==> src/sv/compact_extent_table_unit_defines.svh <==
// assertion macros for the extent table datapath
`ifndef COMPACT_EXTENT_TABLE_UNIT_DEFINES_SVH
`define COMPACT_EXTENT_TABLE_UNIT_DEFINES_SVH

// condition holds at every clock edge out of reset
`define CET_ASSERT_ALWAYS(label, cond, msg) \
   label: assert property (@(posedge clock) disable iff (reset) (cond)) else $error(msg);

// consequent holds in the same cycle as the antecedent
`define CET_ASSERT_IMPLIES(label, ante, cons, msg) \
   label: assert property (@(posedge clock) disable iff (reset) (ante) |-> (cons)) else $error(msg);

// consequent holds in the cycle after the antecedent
`define CET_ASSERT_NEXT(label, ante, cons, msg) \
   label: assert property (@(posedge clock) disable iff (reset) (ante) |=> (cons)) else $error(msg);

`endif

==> src/sv/cet_pkg.sv <==
`default_nettype none

package cet_pkg;

   // fixed field widths
   localparam int SLOT_BITS        = 4;
   localparam int FIELD_W          = 16;
   localparam int TOTAL_W          = 20;
   localparam int USED_OUT_W       = 5;
   localparam int STATUS_W         = 2;

   // table size default and chunk index width
   localparam int EXTENT_SLOTS_DEF = 16;
   localparam int CHUNK_INDEX_BITS = 16;

   // mask applied to a granted start index
   localparam int START_KEEP = (CHUNK_INDEX_BITS < FIELD_W) ? CHUNK_INDEX_BITS : FIELD_W;
   localparam logic [FIELD_W-1:0] START_MASK =
      FIELD_W'((33'(1) << START_KEEP) - 33'(1));

   // request kinds
   localparam logic REQ_ALLOC = 1'b0;
   localparam logic REQ_FREE  = 1'b1;

   // result status codes
   typedef enum logic [STATUS_W-1:0] {
      STATUS_OK         = 2'd0,
      STATUS_FULL       = 2'd1,
      STATUS_ALLOC_FAIL = 2'd2,
      STATUS_BAD_SLOT   = 2'd3
   } cet_status_type;

   // controller to datapath commands
   typedef struct packed {
      logic           capture;
      logic           alloc_write;
      logic           reject;
      cet_status_type reject_code;
      logic           free_start;
      logic           rd_en;
      logic           rd_next;
      logic           free_take;
      logic           shift_write;
      logic           emit;
   } cet_cmd_type;

   // datapath to controller status
   typedef struct packed {
      logic is_free;
      logic table_full;
      logic grant_ok;
      logic slot_bad;
      logic shift_more;
      logic out_free;
   } cet_stat_type;

endpackage

`default_nettype wire

==> src/sv/cet_req_if.sv <==
`default_nettype none

interface cet_req_if import cet_pkg::*; ();
   logic                 valid;
   logic                 ready;
   logic                 req_type;
   logic [SLOT_BITS-1:0] slot;
   logic [FIELD_W-1:0]   chunk_count;
   logic [FIELD_W-1:0]   grant_start;
   logic                 grant_ok;

   modport source (output valid, req_type, slot, chunk_count, grant_start, grant_ok,
                   input ready);
   modport sink   (input valid, req_type, slot, chunk_count, grant_start, grant_ok,
                   output ready);
endinterface

`default_nettype wire

==> src/sv/cet_rsp_if.sv <==
`default_nettype none

interface cet_rsp_if import cet_pkg::*; ();
   logic                  valid;
   logic                  ready;
   logic [STATUS_W-1:0]   status;
   logic [SLOT_BITS-1:0]  slot_used;
   logic [FIELD_W-1:0]    freed_start;
   logic [FIELD_W-1:0]    freed_count;
   logic [TOTAL_W-1:0]    allocated_total;
   logic [USED_OUT_W-1:0] extents_in_use;

   modport source (output valid, status, slot_used, freed_start, freed_count,
                   allocated_total, extents_in_use, input ready);
   modport sink   (input valid, status, slot_used, freed_start, freed_count,
                   allocated_total, extents_in_use, output ready);
endinterface

`default_nettype wire

==> src/sv/cet_ram.sv <==
`default_nettype none

module cet_ram #(
   parameter int WIDTH = 32,
   parameter int DEPTH = 16
) (
   input  wire logic                     clock,
   input  wire logic                     wr_en,
   input  wire logic [$clog2(DEPTH)-1:0] wr_addr,
   input  wire logic [WIDTH-1:0]         wr_data,
   input  wire logic                     rd_en,
   input  wire logic [$clog2(DEPTH)-1:0] rd_addr,
   output logic      [WIDTH-1:0]         rd_data
);

   logic [WIDTH-1:0] mem_ff [DEPTH];
   logic [WIDTH-1:0] rd_data_ff;

   // one write port, one registered read port
   always_ff @(posedge clock) begin
      if (wr_en) begin
         mem_ff[wr_addr] <= wr_data;
      end
      if (rd_en) begin
         rd_data_ff <= mem_ff[rd_addr];
      end
   end

   assign rd_data = rd_data_ff;

endmodule

`default_nettype wire

==> src/sv/cet_ctrl.sv <==
`default_nettype none

module cet_ctrl import cet_pkg::*; (
   input  wire logic         clock,
   input  wire logic         reset,
   input  wire logic         req_valid,
   output logic              req_ready,
   input  wire cet_stat_type stat,
   output cet_cmd_type       cmd
);

   typedef enum logic [2:0] {
      S_IDLE,
      S_DECIDE,
      S_FREE_RD,
      S_FREE_DATA,
      S_SHIFT_RD,
      S_SHIFT_WR,
      S_EMIT
   } state_type;

   state_type state_ff, state_in;

   // state register
   always_ff @(posedge clock) begin
      if (reset) begin
         state_ff <= S_IDLE;
      end else begin
         state_ff <= state_in;
      end
   end

   assign req_ready = (state_ff == S_IDLE);

   // next state and command decode
   always_comb begin
      state_in = state_ff;
      cmd      = '0;
      cmd.reject_code = STATUS_OK;
      unique case (state_ff)
         S_IDLE: begin
            if (req_valid) begin
               cmd.capture = 1'b1;
               state_in    = S_DECIDE;
            end
         end
         S_DECIDE: begin
            priority if (!stat.is_free && stat.table_full) begin
               cmd.reject      = 1'b1;
               cmd.reject_code = STATUS_FULL;
               state_in        = S_EMIT;
            end else if (!stat.is_free && !stat.grant_ok) begin
               cmd.reject      = 1'b1;
               cmd.reject_code = STATUS_ALLOC_FAIL;
               state_in        = S_EMIT;
            end else if (!stat.is_free) begin
               cmd.alloc_write = 1'b1;
               state_in        = S_EMIT;
            end else if (stat.slot_bad) begin
               cmd.reject      = 1'b1;
               cmd.reject_code = STATUS_BAD_SLOT;
               state_in        = S_EMIT;
            end else begin
               cmd.free_start = 1'b1;
               state_in       = S_FREE_RD;
            end
         end
         S_FREE_RD: begin
            cmd.rd_en = 1'b1;
            state_in  = S_FREE_DATA;
         end
         S_FREE_DATA: begin
            cmd.free_take = 1'b1;
            state_in      = S_SHIFT_RD;
         end
         S_SHIFT_RD: begin
            if (stat.shift_more) begin
               cmd.rd_en   = 1'b1;
               cmd.rd_next = 1'b1;
               state_in    = S_SHIFT_WR;
            end else begin
               state_in = S_EMIT;
            end
         end
         S_SHIFT_WR: begin
            cmd.shift_write = 1'b1;
            state_in        = S_SHIFT_RD;
         end
         S_EMIT: begin
            if (stat.out_free) begin
               cmd.emit = 1'b1;
               state_in = S_IDLE;
            end
         end
         default: begin
            state_in = S_IDLE;
         end
      endcase
   end

endmodule

`default_nettype wire

==> src/sv/cet_datapath.sv <==
`default_nettype none

`include "compact_extent_table_unit_defines.svh"

module cet_datapath import cet_pkg::*; #(
   parameter int EXTENT_SLOTS = EXTENT_SLOTS_DEF
) (
   input  wire logic                  clock,
   input  wire logic                  reset,
   input  wire cet_cmd_type           cmd,
   output cet_stat_type               stat,
   // request word
   input  wire logic                  req_type,
   input  wire logic [SLOT_BITS-1:0]  req_slot,
   input  wire logic [FIELD_W-1:0]    req_chunk_count,
   input  wire logic [FIELD_W-1:0]    req_grant_start,
   input  wire logic                  req_grant_ok,
   // response word
   output logic                       rsp_valid,
   input  wire logic                  rsp_ready,
   output logic [STATUS_W-1:0]        rsp_status,
   output logic [SLOT_BITS-1:0]       rsp_slot_used,
   output logic [FIELD_W-1:0]         rsp_freed_start,
   output logic [FIELD_W-1:0]         rsp_freed_count,
   output logic [TOTAL_W-1:0]         rsp_allocated_total,
   output logic [USED_OUT_W-1:0]      rsp_extents_in_use
);

   localparam int IdxW  = $clog2(EXTENT_SLOTS);
   localparam int CntW  = $clog2(EXTENT_SLOTS + 1);
   localparam int CmpW  = (CntW > SLOT_BITS) ? CntW : SLOT_BITS;
   localparam int DataW = 2 * FIELD_W;

   // captured request
   logic                 type_ff;
   logic [SLOT_BITS-1:0] slot_ff;
   logic [FIELD_W-1:0]   count_ff;
   logic [FIELD_W-1:0]   start_ff;
   logic                 ok_ff;

   // table bookkeeping
   logic [CntW-1:0]    used_ff, used_in;
   logic [TOTAL_W-1:0] total_ff, total_in;
   logic [IdxW-1:0]    pos_ff, pos_in;

   // held result
   cet_status_type       res_status_ff, res_status_in;
   logic [SLOT_BITS-1:0] res_slot_ff, res_slot_in;
   logic [FIELD_W-1:0]   res_start_ff, res_start_in;
   logic [FIELD_W-1:0]   res_count_ff, res_count_in;

   // output register
   logic                  rsp_valid_ff, rsp_valid_in;
   logic [STATUS_W-1:0]   out_status_ff;
   logic [SLOT_BITS-1:0]  out_slot_ff;
   logic [FIELD_W-1:0]    out_start_ff;
   logic [FIELD_W-1:0]    out_count_ff;
   logic [TOTAL_W-1:0]    out_total_ff;
   logic [USED_OUT_W-1:0] out_used_ff;

   // extent store
   logic             wr_en;
   logic [IdxW-1:0]  wr_addr;
   logic [DataW-1:0] wr_data;
   logic [IdxW-1:0]  rd_addr;
   logic [DataW-1:0] rd_data;
   logic             out_free;

   cet_ram #(
      .WIDTH (DataW),
      .DEPTH (EXTENT_SLOTS)
   ) u_store (
      .clock   (clock),
      .wr_en   (wr_en),
      .wr_addr (wr_addr),
      .wr_data (wr_data),
      .rd_en   (cmd.rd_en),
      .rd_addr (rd_addr),
      .rd_data (rd_data)
   );

   // store ports: allocate appends at the fill count, shifting moves one slot left
   assign wr_en   = cmd.alloc_write || cmd.shift_write;
   assign wr_addr = cmd.alloc_write ? used_ff[IdxW-1:0] : pos_ff;
   assign wr_data = cmd.alloc_write ? {start_ff & START_MASK, count_ff} : rd_data;
   assign rd_addr = cmd.rd_next ? (pos_ff + IdxW'(1)) : pos_ff;

   assign out_free = !rsp_valid_ff || rsp_ready;

   // status towards the controller; occupied slots always form a prefix
   always_comb begin
      stat            = '0;
      stat.is_free    = (type_ff == REQ_FREE);
      stat.table_full = (used_ff == CntW'(EXTENT_SLOTS));
      stat.grant_ok   = ok_ff;
      stat.slot_bad   = (CmpW'(slot_ff) >= CmpW'(used_ff));
      stat.shift_more = (CntW'(pos_ff) < used_ff);
      stat.out_free   = out_free;
   end

   // next values of bookkeeping and held result
   always_comb begin
      used_in       = used_ff;
      total_in      = total_ff;
      pos_in        = pos_ff;
      res_status_in = res_status_ff;
      res_slot_in   = res_slot_ff;
      res_start_in  = res_start_ff;
      res_count_in  = res_count_ff;
      rsp_valid_in  = rsp_valid_ff;
      if (cmd.alloc_write) begin
         used_in       = used_ff + CntW'(1);
         total_in      = total_ff + TOTAL_W'(count_ff);
         res_status_in = STATUS_OK;
         res_slot_in   = SLOT_BITS'(used_ff);
         res_start_in  = '0;
         res_count_in  = '0;
      end
      if (cmd.reject) begin
         res_status_in = cmd.reject_code;
         res_slot_in   = '0;
         res_start_in  = '0;
         res_count_in  = '0;
      end
      if (cmd.free_start) begin
         pos_in = IdxW'(slot_ff);
      end
      if (cmd.free_take) begin
         used_in       = used_ff - CntW'(1);
         total_in      = total_ff - TOTAL_W'(rd_data[FIELD_W-1:0]);
         res_status_in = STATUS_OK;
         res_slot_in   = '0;
         res_start_in  = rd_data[DataW-1:FIELD_W];
         res_count_in  = rd_data[FIELD_W-1:0];
      end
      if (cmd.shift_write) begin
         pos_in = pos_ff + IdxW'(1);
      end
      if (rsp_ready) begin
         rsp_valid_in = 1'b0;
      end
      if (cmd.emit) begin
         rsp_valid_in = 1'b1;
      end
   end

   // control registers
   always_ff @(posedge clock) begin
      if (reset) begin
         used_ff      <= '0;
         total_ff     <= '0;
         rsp_valid_ff <= 1'b0;
      end else begin
         used_ff      <= used_in;
         total_ff     <= total_in;
         rsp_valid_ff <= rsp_valid_in;
      end
   end

   // payload registers
   always_ff @(posedge clock) begin
      if (cmd.capture) begin
         type_ff  <= req_type;
         slot_ff  <= req_slot;
         count_ff <= req_chunk_count;
         start_ff <= req_grant_start;
         ok_ff    <= req_grant_ok;
      end
      pos_ff        <= pos_in;
      res_status_ff <= res_status_in;
      res_slot_ff   <= res_slot_in;
      res_start_ff  <= res_start_in;
      res_count_ff  <= res_count_in;
      if (cmd.emit) begin
         out_status_ff <= res_status_ff;
         out_slot_ff   <= res_slot_ff;
         out_start_ff  <= res_start_ff;
         out_count_ff  <= res_count_ff;
         out_total_ff  <= total_ff;
         out_used_ff   <= USED_OUT_W'(used_ff);
      end
   end

   assign rsp_valid           = rsp_valid_ff;
   assign rsp_status          = out_status_ff;
   assign rsp_slot_used       = out_slot_ff;
   assign rsp_freed_start     = out_start_ff;
   assign rsp_freed_count     = out_count_ff;
   assign rsp_allocated_total = out_total_ff;
   assign rsp_extents_in_use  = out_used_ff;

   // checks
   `CET_ASSERT_ALWAYS(a_used_bound, used_ff <= CntW'(EXTENT_SLOTS), "fill count beyond table")
   `CET_ASSERT_NEXT(a_alloc_grows, cmd.alloc_write, used_ff == $past(used_ff) + CntW'(1), "no growth")
   `CET_ASSERT_IMPLIES(a_shift_in_prefix, cmd.shift_write, CntW'(pos_ff) < used_ff, "shift past end")
   `CET_ASSERT_IMPLIES(a_emit_free, cmd.emit, out_free, "result overwrites a pending response")

endmodule

`default_nettype wire

==> src/sv/compact_extent_table_unit.sv <==
// compact extent table
// req_bus takes one request word (allocate or free) when valid and ready are
// both high; rsp_bus returns exactly one response word per request, in order.
// ready on req_bus is high only while no request is being worked on; a new
// request may be taken while the previous response still waits on rsp_bus.
// a request is captured and then decided in turn. an allocate or a
// rejected request then goes straight to the response register; a
// successful free first reads the freed entry, then moves each later entry
// one slot left through the single read and single write port of the
// extent store, a read and then a write per entry, before its response is
// raised. the controller returns to idle as the response is raised and
// takes the next request from there.
// occupied slots always form a prefix, so the fill count alone tells which
// slots hold an extent and the store needs no clearing after reset.
// reset empties the table, zeroes the running total and drops any response.
// a stalled receiver holds the response word steady; the block finishes the
// next request and then waits with it until the response register frees.
`default_nettype none

module compact_extent_table_unit import cet_pkg::*; #(
   parameter int EXTENT_SLOTS = EXTENT_SLOTS_DEF
) (
   input  wire logic clock,
   input  wire logic reset,
   cet_req_if.sink   req_bus,
   cet_rsp_if.source rsp_bus
);

   cet_cmd_type  cmd;
   cet_stat_type stat;
   logic         req_ready;

   // sequencer
   cet_ctrl u_ctrl (
      .clock     (clock),
      .reset     (reset),
      .req_valid (req_bus.valid),
      .req_ready (req_ready),
      .stat      (stat),
      .cmd       (cmd)
   );

   assign req_bus.ready = req_ready;

   // table, totals and response register
   cet_datapath #(
      .EXTENT_SLOTS (EXTENT_SLOTS)
   ) u_datapath (
      .clock               (clock),
      .reset               (reset),
      .cmd                 (cmd),
      .stat                (stat),
      .req_type            (req_bus.req_type),
      .req_slot            (req_bus.slot),
      .req_chunk_count     (req_bus.chunk_count),
      .req_grant_start     (req_bus.grant_start),
      .req_grant_ok        (req_bus.grant_ok),
      .rsp_valid           (rsp_bus.valid),
      .rsp_ready           (rsp_bus.ready),
      .rsp_status          (rsp_bus.status),
      .rsp_slot_used       (rsp_bus.slot_used),
      .rsp_freed_start     (rsp_bus.freed_start),
      .rsp_freed_count     (rsp_bus.freed_count),
      .rsp_allocated_total (rsp_bus.allocated_total),
      .rsp_extents_in_use  (rsp_bus.extents_in_use)
   );

endmodule

`default_nettype wire
==> src/flat_wrapper.sv <==
// flat-port wrapper written by rule: the top's interface ports become plain ports
module compact_extent_table_unit_flat import cet_pkg::*;
#(
   parameter int EXTENT_SLOTS = EXTENT_SLOTS_DEF
)
  (clock, reset, req_bus_valid, req_bus_req_type, req_bus_slot, req_bus_chunk_count, req_bus_grant_start, req_bus_grant_ok, req_bus_ready, rsp_bus_valid, rsp_bus_status, rsp_bus_slot_used, rsp_bus_freed_start, rsp_bus_freed_count, rsp_bus_allocated_total, rsp_bus_extents_in_use, rsp_bus_ready);
  cet_req_if req_bus_i ();
  cet_rsp_if rsp_bus_i ();
  input  wire logic clock;
  input  wire logic reset;
  input wire logic [$bits(req_bus_i.valid)-1:0] req_bus_valid;
  input wire logic [$bits(req_bus_i.req_type)-1:0] req_bus_req_type;
  input wire logic [$bits(req_bus_i.slot)-1:0] req_bus_slot;
  input wire logic [$bits(req_bus_i.chunk_count)-1:0] req_bus_chunk_count;
  input wire logic [$bits(req_bus_i.grant_start)-1:0] req_bus_grant_start;
  input wire logic [$bits(req_bus_i.grant_ok)-1:0] req_bus_grant_ok;
  output wire logic [$bits(req_bus_i.ready)-1:0] req_bus_ready;
  output wire logic [$bits(rsp_bus_i.valid)-1:0] rsp_bus_valid;
  output wire logic [$bits(rsp_bus_i.status)-1:0] rsp_bus_status;
  output wire logic [$bits(rsp_bus_i.slot_used)-1:0] rsp_bus_slot_used;
  output wire logic [$bits(rsp_bus_i.freed_start)-1:0] rsp_bus_freed_start;
  output wire logic [$bits(rsp_bus_i.freed_count)-1:0] rsp_bus_freed_count;
  output wire logic [$bits(rsp_bus_i.allocated_total)-1:0] rsp_bus_allocated_total;
  output wire logic [$bits(rsp_bus_i.extents_in_use)-1:0] rsp_bus_extents_in_use;
  input wire logic [$bits(rsp_bus_i.ready)-1:0] rsp_bus_ready;
  assign req_bus_i.valid = req_bus_valid;
  assign req_bus_i.req_type = req_bus_req_type;
  assign req_bus_i.slot = req_bus_slot;
  assign req_bus_i.chunk_count = req_bus_chunk_count;
  assign req_bus_i.grant_start = req_bus_grant_start;
  assign req_bus_i.grant_ok = req_bus_grant_ok;
  assign req_bus_ready = req_bus_i.ready;
  assign rsp_bus_valid = rsp_bus_i.valid;
  assign rsp_bus_status = rsp_bus_i.status;
  assign rsp_bus_slot_used = rsp_bus_i.slot_used;
  assign rsp_bus_freed_start = rsp_bus_i.freed_start;
  assign rsp_bus_freed_count = rsp_bus_i.freed_count;
  assign rsp_bus_allocated_total = rsp_bus_i.allocated_total;
  assign rsp_bus_extents_in_use = rsp_bus_i.extents_in_use;
  assign rsp_bus_i.ready = rsp_bus_ready;
  compact_extent_table_unit #(.EXTENT_SLOTS(EXTENT_SLOTS)) u_core (.clock(clock), .reset(reset), .req_bus(req_bus_i), .rsp_bus(rsp_bus_i));
endmodule
==> config.mk <==
export PLATFORM = sky130hd
export DESIGN_NAME = compact_extent_table_unit_flat
export DESIGN_NICKNAME = d
export VERILOG_FILES = /design/src/sv/cet_pkg.sv /design/src/sv/cet_req_if.sv /design/src/sv/cet_rsp_if.sv /design/src/sv/cet_ram.sv /design/src/sv/cet_ctrl.sv /design/src/sv/cet_datapath.sv /design/src/sv/compact_extent_table_unit.sv /design/src/flat_wrapper.sv
export VERILOG_INCLUDE_DIRS = /design/src /design/src/sv
export SDC_FILE = /design/constraint.sdc
export NUM_CORES = 1
export LEC_CHECK = 0
export ABC_AREA = 1
export BUFFER_PORTS_ARGS = -buffer_cell sky130_fd_sc_hd__buf_2
export CAP_MARGIN = 10
export CORE_MARGIN = 4
export CORE_UTILIZATION = 62
export CTS_BUF_LIST = sky130_fd_sc_hd__clkbuf_8 sky130_fd_sc_hd__clkbuf_16
export DETAILED_ROUTE_END_ITERATION = 7
export PLACE_DENSITY = 0.8
export SLEW_MARGIN = 20
export SYNTH_ARGS = -nofsm -noshare
export SYNTH_HDL_FRONTEND = slang
export SYNTH_SLANG_ARGS = --single-unit
==> constraint.sdc <==
create_clock -name clock -period 5.95 [get_ports clock]
set_input_delay 0.2975 -clock clock [delete_from_list [all_inputs] [get_ports clock]]
set_output_delay 0.2975 -clock clock [all_outputs]
set_load 0.02 [all_outputs]
# Yosys cells after proc, flatten, opt, wreduce, memory -nomap -nowiden
# Memories as Yosys holds them, arrays and structs flattened. A register that Yosys moved wholly into a read port is not among the register bits.
# Index checks and enable logic that the tools add are counted.
# totals
ff_bits,172
mem_bits_rw,512
inputBits,42
memories,1
# classes
add_sub_neg,5
order_cmp,2
eq_ne,9
mux,47
reduce_logical,16
# memory_table
memory,depth,width,read_ports,rd_clocked_by_memory_dff,wr,line_no,rtl
u_core.u_datapath.u_store.mem_ff,16,32,1,1,1,cet_ram.sv:16,logic [WIDTH-1:0] mem_ff [DEPTH];
# op_table
op,n
16-bit 2-to-1 mux,4
20-bit 2-to-1 mux,2
32-bit 2-to-1 mux,1
3-bit 2-to-1 mux,9
20-bit by 16-bit adder with 20-bit output,1
4-bit 2-to-1 mux,5
20-bit by 16-bit subtractor with 20-bit output,1
3-bit case mux with 6 select lines,1
1-bit 2-to-1 mux,17
5-bit 2-to-1 mux,3
3-bit equality test (second input constant),3
2-bit 2-to-1 mux,4
2-bit nonzero test,4
3-bit by 2-bit equality test with 1-bit output (second input constant),2
5-bit by 1-bit adder with 5-bit output (second input constant),1
5-bit equality test (second input constant),1
4-bit by 5-bit greater-or-equal comparator with 1-bit output,1
4-bit by 5-bit < comparator with 1-bit output,1
5-bit by 1-bit subtractor with 5-bit output (second input constant),1
4-bit by 1-bit adder with 4-bit output (second input constant),1
2-bit inequality test (second input constant),2
2-bit OR reduction,2
3-bit by 1-bit equality test with 1-bit output (second input constant),1
1-bit logical NOT,3
6 further kinds,8

# Logic depth before layout (Yosys ltp)
# Gate-level depths: netlist of the first run.
# logic_depth
ltp_word,9
depth_mapped,22
ltp_nobuf,22

# By module
# From an unflattened synthesis of the first run, not the netlist that was laid out.
# hier_totals
cells_unflattened,3011
area_unflattened_um2,31425.1
# modules_own_cells
mod,instances,cells_each,area_per_inst_um2,seq_area_each_um2
cet_ram,1,2120,23064.6,16335.7
cet_datapath,1,835,8070.2,4754.6
cet_ctrl,1,56,290.3,60.1

# Least setup slack after synthesis of the first run
# OpenSTA, ideal clock, no wires.
# synth_timing
path_type,reg-to-reg
start,register u_core.u_ctrl.state_ff[2]
end,"register u_core.u_datapath.out_total_ff[0], in the netlist u_core.u_datapath.rsp_allocated_total[0] (enable)"
setup_ns,0.561
t_arrival_ns,4.886
slack_ns,0.503
path_stages_with_launch,3
n_path_buf,0
period_less_slack_ns,5.447
cell_sequence,dfxtp_1 nand2_1 nor3_1
# synth_lines
element,line_no,rtl
from (decl),cet_ctrl.sv:22,"state_type state_ff, state_in;"
from (signal assigned),cet_ctrl.sv:29,state_ff <= state_in;
to (signal assigned),cet_datapath.sv:179,out_total_ff <= total_ff;
to (decl),cet_datapath.sv:58,logic [TOTAL_W-1:0] out_total_ff;

# Final worst setup path of the first run
# layout_timing
start,register u_core.u_datapath.used_ff[2]
end,"register u_core.u_datapath.u_store.rd_data_ff[19], in the netlist u_core.u_datapath.u_store.rd_data[19], read port of u_core.u_datapath.u_store.mem_ff, data pin"
# layout_via
elab_chain_len,4
# layout_lines
element,line_no,rtl
from (decl),cet_datapath.sv:42,"logic [CntW-1:0] used_ff, used_in;"
from (signal assigned),cet_datapath.sv:154,used_ff <= used_in;
4-bit by 5-bit < comparator with 1-bit output (*),cet_datapath.sv:97,stat.shift_more = (CntW'(pos_ff) < used_ff);
2-bit 2-to-1 mux (*),cet_ctrl.sv:77,if (stat.shift_more) begin
1-bit 2-to-1 mux,cet_ctrl.sv:40,unique case (state_ff)
4-bit 2-to-1 mux,cet_datapath.sv:86,assign rd_addr = cmd.rd_next ? (pos_ff + IdxW'(1)) : pos_ff;
to (decl),cet_ram.sv:17,logic [WIDTH-1:0] rd_data_ff;
# Every way passes the cells marked *; elsewhere a longest branch is shown, timed or not.
# A chain may end at the register's enable or synchronous reset.

==> results of run 1 <==
[metrics by stage]
stage	power (mW)	area (µm²)	hold WS, ps	cells	setup slack [ps]
global route	15.8	35600	57.1	3800	1670
finish	15.2	35600	63.7	3800	1880
global placement	10.6	32900	401	3636	2090
CTS	15.1	35600	28.4	3800	1950
detailed placement	10.8	32900	406	3636	1950
floorplan	9.35	31300	367	2925	503
[per-layer routing]
layer	vias up	part of all wire	track usage
li1	10100	-	-
met1	10700	0.37	0.386
met2	1463	0.48	0.478
met3	237	0.11	0.0462
met4	0	0.038	0.126
met5	-	0	0
[worst min-delay path: stages]
cell    delay, ps
buf_2          80
nor2_1         80
nor2_1        110
nor2_1         40
[cell type report]
cell class              count  share of cell area
inverters                 549              0.0579
clock buffers              78              0.0536
multi-input cells        1524               0.218
flip-flops and latches    716               0.594
clock inverters            47              0.0109
repair buffers            214              0.0418
well taps                 672              0.0236
[layout by cell type, fill, tap and decap left out, types with 12 or more instances in the layout]
master and count:
buf_2 106, nor2_4 16, dfxtp_1 35, a21oi_1 48
a31oi_1 12, xor2_1 13, nand3b_1 100, buf_4 65
nor2_1 90, dlygate4sd3_1 39, inv_1 556, clkinv_1 12
edfxtp_1 681, ha_1 31, o21ai_0 78, clkbuf_16 74
nand3_1 550, nand2_1 533, clkinv_2 12
[final timing paths]
| check | start | to | slack, ps | depth (start not counted) |
|---|---|---|---|---|
| max | u_core.u_datapath.used_ff[2] | u_core.u_datapath.u_store.rd_data[19] | 1880 | 13 |
| min | rsp_bus_ready | u_core.u_datapath.rsp_valid | 60 | 4 |
| max reg2reg | u_core.u_datapath.used_ff[2] | u_core.u_datapath.u_store.rd_data[19] | 1880 | 13 |
| min reg2reg | u_core.u_datapath.res_count_ff[0] | u_core.u_datapath.rsp_freed_count[0] | 420 | 0 |
[timing repair]
| item | in CTS | in global routing |
|---|---|---|
| hold endpoints to repair | 42 | 0 |
| endpoints found under the setup margin | 0 | 0 |
| gates resized for setup | 0 | 0 |
| hold buffers | 39 | 0 |
[kinds of logic after synthesis]
group           Yosys count  synth area share
simple gates           1315             0.194
xor+xnor                 16           0.00447
flops                   716             0.675
fa+ha+maj                33            0.0137
compound gates          160            0.0275
buf+inv                 685            0.0851
[sequential cells by signal, indices dropped and copies added, names as in the netlist, 16 cells and up]
name	flops
u_core.u_datapath.total_ff	20
u_core.u_datapath.rsp_freed_count	16
u_core.u_datapath.u_store.rd_data	32
u_core.u_datapath.res_count_ff	16
u_core.u_datapath.count_ff	16
u_core.u_datapath.start_ff	16
u_core.u_datapath.rsp_freed_start	16
u_core.u_datapath.u_store.mem_ff	512
u_core.u_datapath.res_start_ff	16
u_core.u_datapath.rsp_allocated_total	20
[report_power, final]
group / switching (mW) / total, mW / internal (mW)
Combinational: 2.89 / 3.95 / 1.07
Sequential: 0.252 / 6.85 / 6.60
Clock: 1.84 / 4.40 / 2.56
Total: 4.98 / 15.2 / 10.2
[synth_stat cells]
master and count:
a21oi_2 1, nand2_1 533, nor2_2 1, o21bai_1 6, fa_1 2, o21ai_1 3, nand2_2 4, buf_2 74
nand4_1 7, a21boi_0 2, a21oi_1 48, buf_1 17, buf_4 1, nand3_1 551, nor2_1 106, o31ai_1 1
nor3_1 8, edfxtp_1 681, a31oi_1 12, inv_2 3, nor4_1 1, o21ai_0 79, o211ai_1 2, clkbuf_1 44
ha_1 31, a21o_1 5, a22oi_1 1, nand3_4 1, xor2_1 13, inv_1 546, dfxtp_1 35, nand4_2 2
nand3b_1 100, nand3b_2 1, xnor2_1 3
==> flow_summary.toml, run 1 <==
[run_status]
status = "complete, no violations"

[global_route]
grt_pass1_wl_um = 121000
grt_max_degree = 141
grt_pass1_vias = 21900
antenna_found_initial = 0
grt_use_total = 0.290
overflow = 0

[logic_synthesis]
netlist_area_um2 = 31300
synthesis.area_per_instance_um2 = 10.7
syn-num-nets = 3000
synth_top_area_cell = "edfxtp_1"
synth_seq_cells = 716
synth_cell_type_count = 35
synth_area_leaders = "edfxtp_1, nand3_1, inv_1"
yosysWarnings = 0
synth_top_area_frac = 0.653
ys_seq_area_frac = 0.675
synthCells = 2925

[cells_and_area]
syn_to_final_growth_pct = 13.6
final_nets = 3150
diodes = 0
drive_above_1_share = 0.101
final_core_util = 0.711
ff_latch_area_um2 = 21200
fill_cells = 3244
multi_input_area_um2 = 7750

[power_and_ir_drop]
p_leak_nw = 14.8
ir_worst_vdd_uv = 207
powerDensity_nw_per_um2 = 427

[worst_setup_path]
crit_type = "flop to flop"
cpPeakStageDelay_ps = 660
crit_path_end_kind = "flop"
worstPathArrival_ps = 4420
crit_chain = "inv_1 -> ha_1 -> nand2_1 -> nand2_1 -> a21oi_2 -> nand4_4 -> nand2_8 -> buf_12 -> nand2_1 -> nand3_1 -> nand3_1 -> nand3_1 -> nand2_1"
critPathSlowestCell = "nand4_4"
path_max_fanout = 140
worst_ep_required_time_ps = 6300
path_delay_family = "simple AND/OR/NAND/NOR gates"
path_common_cell = "nand2_1"
critical_path_buf_inv_count = 2
start_kind = "flop"

[clocking]
cts_max_path_buffers = 3
cts_made_buffers = 70
clk_latency_ps = 610
cts-root-buf = "clkbuf_16"
cts_tree = "done"
htreeDepth = 3
post_cts_buffers = 0
path_clk_slew_ps = 60
cts_sinks = 716

[route]
drt-wirelength-per-cell_um = 20.8
wl_um = 79100
drt_pre_antenna_iters = 6
first_iter_violations = 2745
vias = 22400
via_per_inst = 5.90
postRouteAntennaNets = 0
drc = 0

[sta]
setup-tns-final_ps = 0
finalClockSkew_ps = 26.5
setup_viol = 0
slew_headroom = 0.243
fin_crit_sh = 0.684
hold_violations = 0
worst_slew_pin_slew_ps = 1130
period_needed_ps = 4070
final_max_slew_viol_count = 0
max_freq_mhz = 246
rsz0062_at_grt = "no"

[floorplanning]
die_h_um = 233
die_x_um = 233
start_util = 0.626
fp.coreArea_um2 = 50100
fp.dieArea_um2 = 54200
fp-row-count = 82
ioPinCount = 107

[min_path]
hold_path_class = "primary input to flop"

[place]
gp_congestion = 0.905
portBuffers = 106
dpl.hpwl_um = 43700

[run]
drv_cap = 0
(Power assumes the default switching activity.)
==> run 2, diff against run 1 <==
--- a/config.mk
+++ b/config.mk
@@ -10,10 +10,10 @@
 export BUFFER_PORTS_ARGS = -buffer_cell sky130_fd_sc_hd__buf_2
 export CAP_MARGIN = 10
 export CORE_MARGIN = 4
-export CORE_UTILIZATION = 62
+export CORE_UTILIZATION = 56
 export CTS_BUF_LIST = sky130_fd_sc_hd__clkbuf_8 sky130_fd_sc_hd__clkbuf_16
 export DETAILED_ROUTE_END_ITERATION = 7
-export PLACE_DENSITY = 0.8
+export PLACE_DENSITY = 0.76
 export SLEW_MARGIN = 20
 export SYNTH_ARGS = -nofsm -noshare
 export SYNTH_HDL_FRONTEND = slang
==> constraint.sdc (replaced) <==
create_clock -name clock -period 3.25 [get_ports clock]
set_input_delay 0.1625 -clock clock [delete_from_list [all_inputs] [get_ports clock]]
set_output_delay 0.1625 -clock clock [all_outputs]
set_load 0.02 [all_outputs]
==> run 2 against run 1 <==
Cell count grew 3.7%. Critical path depth is the same. Count of clock-buffer cells in the layout shrank 2. First-iteration DRC count shrank 13%. Sequential share of layout area shrank 1.8 points. Fmax grew 32%. Global-route usage shrank 2.3 points. Critical path type unchanged. Critical endpoint is now u_core.u_datapath.u_store.rd_data[18]. Largest cell class unchanged.
==> flow_summary.toml, run 2 (same netlist as run 1, synthesis figures left out) <==
[run_status]
status = "complete, no violations"

[clocking]
clk_latency_ps = 620
cts_made_buffers = 72
path_clk_slew_ps = 60
cts_tree = "done"
htreeDepth = 3
cts_sinks = 716
cts_max_path_buffers = 3
cts-root-buf = "clkbuf_16"

[sta]
max_freq_mhz = 325
fin_crit_sh = 0.948
setup_slack_ps = 168
hold_violations = 0
worst_slew_pin_slew_ps = 774
period_needed_ps = 3080
slew_headroom = 0.483
setup_viol = 0
finalClockSkew_ps = 25.1
final_max_slew_viol_count = 0

[route]
drt-wirelength-per-cell_um = 20.5
vias = 22300
via_per_inst = 5.67
postRouteAntennaNets = 0
wl_um = 80600
drc = 0
first_iter_violations = 2397
drt_pre_antenna_iters = 6

[cells_and_area]
syn_to_final_growth_pct = 17.1
final_common_cell = "edfxtp_1"
largest-register = "u_core.u_datapath.u_store.mem_ff"
largest_register_ffs = 512
most-common-layout-cells = "edfxtp_1, inv_1, nand3_1"
final_nets = 3215
diodes = 0
drive_above_1_share = 0.126

[power_and_ir_drop]
powerDensity_nw_per_um2 = 768
ir_worst_vdd_uv = 408
p_leak_nw = 15.3
totalPowerFinal_mw = 28.2

[place]
gp_congestion = 0.880
dpl.hpwl_um = 47700
portBuffers = 106
dp_worst_setup_slack_ps = 137

[worst_setup_path]
cpPeakStageDelay_ps = 410
reg2reg_depth = 13
crit_chain = "inv_1 -> ha_1 -> nand2_1 -> nand3b_2 -> nand3_4 -> nand2_2 -> nand2_4 -> buf_16 -> nand2_1 -> nand3_1 -> nand3_1 -> nand3_1 -> nand2_1"
worst_ep_required_time_ps = 3590
crit_path_end_kind = "flop"
crit_type = "flop to flop"
critPathSlowestCell = "dfxtp_1"
start_kind = "flop"
worstPathArrival_ps = 3420
path_max_fanout = 93

[floorplanning]
die_x_um = 245
start_util = 0.568
ioPinCount = 107
fp.dieArea_um2 = 59800
die_h_um = 245
fp.coreArea_um2 = 55200
fp-row-count = 86

[global_route]
grt_use_total = 0.267
grt_pass1_wl_um = 124000
grt_max_degree = 94
grt_pass1_vias = 21900
antenna_found_initial = 0
overflow = 0

[run]
drv_cap = 0

[min_path]
hold_depth = 2
hold_path_class = "primary input to flop"
-- run 2: worst paths after layout --
path	from	to	slack (ps)
worst max-delay path	u_core.u_datapath.used_ff[1]	u_core.u_datapath.u_store.rd_data[18]	170
worst min-delay path	req_bus_chunk_count[10]	u_core.u_datapath.count_ff[10]	270
worst max register to register	u_core.u_datapath.used_ff[1]	u_core.u_datapath.u_store.rd_data[18]	170
worst min register to register	u_core.u_datapath.res_start_ff[12]	u_core.u_datapath.rsp_freed_start[12]	420
-- run 2: layout make-up --
class                   instances  area [µm²]
repair buffers                277        2450
inverters                     549        2060
fillers                      3879       18500
multi-input cells            1524        7880
clock inverters                52         324
flip-flops and latches        716       21200
clock buffers                  76        1890
well taps                     748         936
-- run 2: metal layers --
metal	global-route usage	routed length, µm	vias to the layer above
met5	0	0	-
met4	0.108	2960	0
met3	0.0434	7450	222
met2	0.448	39200	1247
met1	0.352	31000	10700
li1	-	-	10200
-- run 2: worst max-delay path, delay by kind of cell (launching register included) --
kind                       cells  cell delay, ps
and+or+nand+nor               10            1480
buffers and inverters          2             490
DFF                            1             410
adders and majority gates      1             330
-- run 2: per-stage QoR --
step | hold WS [ps] | TNS, ps | instances | utilization | instance area [µm²]
floorplan | 232 | -85230 | 2925 | - | 31400
global placement | 341 | 0 | 3768 | 0.614 | 33900
detailed placement | 341 | 0 | 3768 | 0.614 | 33900
CTS | 236 | 0 | 3937 | 0.662 | 36500
global route | 270 | -23.1 | 3942 | 0.665 | 36700
finish | 268 | 0 | 3942 | 0.665 | 36700
-- run 2: timing repair --
action,in CTS,in global routing
gates resized for setup,0,36
hold endpoints to repair,42,0
setup endpoints to repair,0,10
buffers inserted,0,5
hold buffers,41,0
-- run 2: where the power goes --
group	switching (mW)	leakage [nW]	internal, mW
clock network	3.41	1.15	4.44
registers	0.396	6.45	12.1
logic	5.50	7.69	2.35
